`config.mk`:
```
export PLATFORM = sky130hd
export DESIGN_NAME = srbs_front
export DESIGN_NICKNAME = d
export VERILOG_FILES = /design/src/hdl/srbs_pkg.sv /design/src/hdl/srbs_front.sv
export SDC_FILE = /design/constraint.sdc
export NUM_CORES = 1
export LEC_CHECK = 0
export ABC_AREA = 1
export BUFFER_PORTS_ARGS = -buffer_cell sky130_fd_sc_hd__buf_4
export CORE_UTILIZATION = 53
export CTS_BUF_LIST = sky130_fd_sc_hd__clkbuf_8
export DETAILED_ROUTE_END_ITERATION = 8
export PLACE_DENSITY = 0.84
export SYNTH_ARGS = -nofsm -noshare
export SYNTH_HDL_FRONTEND = slang
export SYNTH_SLANG_ARGS = --single-unit
export TNS_END_PERCENT = 5
```
`constraint.sdc`:
```
create_clock -name clk -period 3 [get_ports clk]
set_clock_uncertainty 0.05 [all_clocks]
set_input_delay 0.6 -clock clk [delete_from_list [all_inputs] [get_ports clk]]
set_output_delay 0.6 -clock clk [all_outputs]
set_load 0.05 [all_outputs]
```
`src/hdl/srbs_pkg.sv`:
```
// Shared types and constants for the sorted range bounds search block.
`timescale 1ns / 1ps

package srbs_pkg;

  localparam int DEPTH_DEFAULT       = 1024;
  localparam int VALUE_WIDTH_DEFAULT = 32;
  localparam int INPUT_WIDTH         = 32;
  localparam int IDX_W               = 11;
  localparam int QUEUE_DEPTH         = 2;
  localparam int QUEUE_AW            = (QUEUE_DEPTH > 1) ? $clog2(QUEUE_DEPTH) : 1;
  localparam int QUEUE_CW            = $clog2(QUEUE_DEPTH + 1);

  localparam logic [1:0] OP_APPEND = 2'd0;
  localparam logic [1:0] OP_CLEAR  = 2'd1;
  localparam logic [1:0] OP_QUERY  = 2'd2;

  typedef enum logic [1:0] {
    KIND_APPEND,
    KIND_CLEAR,
    KIND_QUERY
  } kind_t;

  typedef enum logic [1:0] {
    ST_IDLE,
    ST_ADDR,
    ST_STEP,
    ST_DONE
  } state_t;

endpackage

```
`src/hdl/srbs_front.sv`:
```
// Front end: takes input transfers, decodes the opcode and queues work items.
`timescale 1ns / 1ps

module srbs_front #(
  parameter int VALUE_WIDTH = srbs_pkg::VALUE_WIDTH_DEFAULT
) (
  input  logic                   clk,
  input  logic                   rst,
  input  logic                   s_axis_tvalid,
  output logic                   s_axis_tready,
  input  logic [63:0]            s_axis_tdata,
  input  logic [1:0]             s_axis_tuser,
  output logic                   q_valid,
  output srbs_pkg::kind_t        q_kind,
  output logic [VALUE_WIDTH-1:0] q_value,
  input  logic                   q_pop
);

  srbs_pkg::kind_t              kinds  [srbs_pkg::QUEUE_DEPTH];
  logic [VALUE_WIDTH-1:0]       values [srbs_pkg::QUEUE_DEPTH];
  logic [srbs_pkg::QUEUE_AW-1:0] wr_ptr, rd_ptr;
  logic [srbs_pkg::QUEUE_CW-1:0] fill;

  logic                   accept, push, pop;
  srbs_pkg::kind_t        in_kind;
  logic [31:0]            raw;
  logic [63:0]            ext;
  logic [VALUE_WIDTH-1:0] ordered;

  assign s_axis_tready = (fill != srbs_pkg::QUEUE_CW'(srbs_pkg::QUEUE_DEPTH));
  assign accept        = s_axis_tvalid && s_axis_tready;

  always_comb begin
    in_kind = srbs_pkg::KIND_QUERY;
    push    = 1'b0;
    raw     = s_axis_tdata[63:32];
    unique case (s_axis_tuser)
      srbs_pkg::OP_APPEND: begin
        in_kind = srbs_pkg::KIND_APPEND;
        push    = accept;
        raw     = s_axis_tdata[31:0];
      end
      srbs_pkg::OP_CLEAR: begin
        in_kind = srbs_pkg::KIND_CLEAR;
        push    = accept;
      end
      srbs_pkg::OP_QUERY: begin
        in_kind = srbs_pkg::KIND_QUERY;
        push    = accept;
      end
      default: begin
        push = 1'b0;  // unused opcode: taken and dropped
      end
    endcase
  end

  // sign-extend, resize, then flip the sign bit so unsigned order is signed order
  assign ext     = {{(64 - srbs_pkg::INPUT_WIDTH){raw[31]}}, raw};
  assign ordered = ext[VALUE_WIDTH-1:0] ^ {1'b1, {(VALUE_WIDTH - 1){1'b0}}};

  assign q_valid = (fill != '0);
  assign q_kind  = kinds[rd_ptr];
  assign q_value = values[rd_ptr];
  assign pop     = q_pop && q_valid;

  always_ff @(posedge clk) begin
    if (push) begin
      kinds[wr_ptr]  <= in_kind;
      values[wr_ptr] <= ordered;
    end
  end

  always_ff @(posedge clk) begin
    if (rst) begin
      wr_ptr <= '0;
      rd_ptr <= '0;
      fill   <= '0;
    end else begin
      if (push) begin
        wr_ptr <= (wr_ptr == srbs_pkg::QUEUE_AW'(srbs_pkg::QUEUE_DEPTH - 1)) ? '0
                                                                              : wr_ptr + 1'b1;
      end
      if (pop) begin
        rd_ptr <= (rd_ptr == srbs_pkg::QUEUE_AW'(srbs_pkg::QUEUE_DEPTH - 1)) ? '0
                                                                              : rd_ptr + 1'b1;
      end
      if (push && !pop) begin
        fill <= fill + 1'b1;
      end else if (pop && !push) begin
        fill <= fill - 1'b1;
      end
    end
  end

endmodule

```
==> out/results.ini <==
[run_status]
status = complete, no violations

[logic_synthesis]
synthTopCellsByArea = edfxtp_1 61%, mux2_4 13%, nand2_1 8.2%
synth-main-ff-cell = edfxtp_1
synthCells = 251
synth_warnings = 0
synthArstFlopShare_pct = 0
muxShareOfSynthArea_pct = 15.1
yosysSeqAreaShare_pct = 64.0
ys_ff_latch = 73
synth_nets = 322
synth_top_family_by_area = multiplexers
yosysTopAreaCell = edfxtp_1
yosys.area_share.adder_pct = 0.374
synth-compound-area-share_pct = 5.09
synth-simple-area-share_pct = 10.2
mappedNetlistArea_um2 = 3350
syn_avg_cell_area_um2 = 13.3
synth.distinct_cells = 23
synth_xor_area_share_pct = 0
yosysTopAreaCellShare_pct = 61.0
synth_edf_count = 68

[worst_setup_path]
crit_path_end_kind = output port
r2r-end = values[1][18]
reg2reg_depth = 5
reg2reg_slack_ps = 1250
slowest_delay_ps = 630
worstPathArrival_ps = 1790
path_max_fanout = 21
start_kind = flip-flop
worstPathRequired_ps = 2350
cp_slowest_cell = dfxtp_2
r2r-start = fill[0]
worstSetupPathType = flip-flop to output port
timing.critical_path.cells = buf_12, mux2_2, buf_4

[layout]
fillerInstances = 389
postLayoutCoreUtil_pct = 72.0
layout_common_cells = 110 x buf_4, 73 x nand2_1, 68 x edfxtp_1, 30 x mux2_4, 28 x o21ai_0
diodes = 0
drive_gt1_share_pct = 44.2
area_growth_pct = 28.8
final_area_um2 = 4310
final_cells = 439
fin_nets = 430
final_common_cell = buf_4

[pwr]
power_leakage_nw = 1.85
ir_worst_vdd_v = 0.000500
power_density_nw_per_um2 = 751
totalPowerFinal_mw = 3.24

[clock_network]
post_cts_resized = 0
htreeDepth = 3
clockBufferDepth = 2
cts_tree = built
postCtsHoldBufs = 0
cts_buffers = 9
post_cts.repair.setup_buffers = 0
cts_sinks = 73
clkLatencyLatePin_ps = 340
root_buffer = clkbuf_8
clk_pin_slew_ps = 70

[routing]
drc = 0
drt-total-wl_um = 6940
vias = 2297
postRouteAntennaNets = 0
vias_per_cell = 5.23
route.detailed.wl_per_inst_um = 15.8
dr.pass1.iters = 4
first_iter_violations = 125

[timing]
slew_violations = 0
fin_setup_tns_ps = 0
finalCritPeriodShare_pct = 81.4
max_freq_mhz = 409
slew_headroom_pct = 68.2
grt_setup_unrepaired = no
final-setup-viol-count = 0
hold_viol = 0
min_period_ps = 2440
worst_slew_pin_slew_ps = 477

[run]
drv_cap = 0

[hold_path]
whs_path_depth = 2
hold_path.class = flip-flop to flip-flop
holdPathEnd = rd_ptr
hold_path.startpoint = rd_ptr

[grt]
grt_pass1_wl_um = 10300
grt_start_max_net_pins = 37
gr-total-overflow = 0
antenna_found_initial = 0
grtUsageTotal_pct = 21.9
grt_pass1_vias = 2193

[place]
placed_area_um2 = 4160
dp_cells = 423
io_buffers = 105
dp_hpwl_um = 4850
gp_congestion = 0.723

[die]
dieArea_um2 = 6630
coreArea_um2 = 5990
row_count = 28
start_util_pct = 55.8
die_width_um = 81.5
die_y_um = 81.5
pin_count = 106

## Yosys cell counts, types with 2 or more instances
cell type   n
a21oi_1     2
buf_12      3
buf_2       4
buf_6       4
dfxtp_1     5
edfxtp_1   68
inv_1       9
mux2_2      4
mux2_4     30
nand2_1    73
nand3_1     2
nor2_1      6
o21ai_0    28
o21ai_1     4
## power by group
group	internal (mW)	total, mW	switching (mW)
clock network	0.282	0.618	0.335
logic	0.487	1.29	0.801
registers	1.27	1.33	0.0671
total	2.04	3.24	1.20
## metal layers
layer | up-vias | track usage [%] | part of all wire [%]
met5 | - | 0 | 0
met1 | 1086 | 26.0 | 39
met3 | 15 | 5.78 | 6.7
li1 | 1103 | - | -
met2 | 93 | 36.7 | 52
met4 | 0 | 11.3 | 2.4
## flip-flops by register name (all words and copies together) (netlist names), named ones only
signal  cells
fill        2
values     64
wr_ptr      1
rd_ptr      1
kinds       4
## how the worst max path moves through the flow
stage	start	endpoint	depth (start not counted)
finish	flip-flop	q_kind[0]	3
global route	flip-flop	q_kind[0]	3
CTS	flip-flop	q_kind[0]	3
detailed placement	s_axis_tuser[1]	values[1][26]	5
global placement	s_axis_tuser[0]	values[1][28]	5
floorplan	fill[0]	kinds[0][0]	4
## kinds of logic after synthesis
group | Yosys count
AND/OR/NAND/NOR | 85
adder cells (fa/ha/maj) | 1
buffers and inverters | 23
multiplexers | 35
AO/OA/AOI/OAI | 34
flip-flops | 73
## area by class of cell
type | instances | area [um2] | area share [%]
clock inverters | 7 | 28.8 | 0.668
repair buffers | 111 | 846 | 19.6
clock buffers | 9 | 124 | 2.87
multi-input cells | 155 | 1040 | 24.2
well taps | 75 | 93.8 | 2.18
inverters | 9 | 33.8 | 0.784
flip-flops and latches | 73 | 2140 | 49.7
## metrics by stage
| step | hold slack (ps) | setup WS, ps |
|---|---|---|
| after CTS | 472 | 521 |
| after global routing | 509 | 479 |
| after global placement | 429 | 922 |
| after floorplan | 415 | 118 |
| final | 474 | 557 |
| after detailed placement | 454 | 815 |
## critical path, delay by kind of cell (launching register included)
kind                   cells  cell delay, ps
buffers and inverters      2             450
DFF                        1             630
muxes                      1             360
Power figures use the tool's default switching activity.
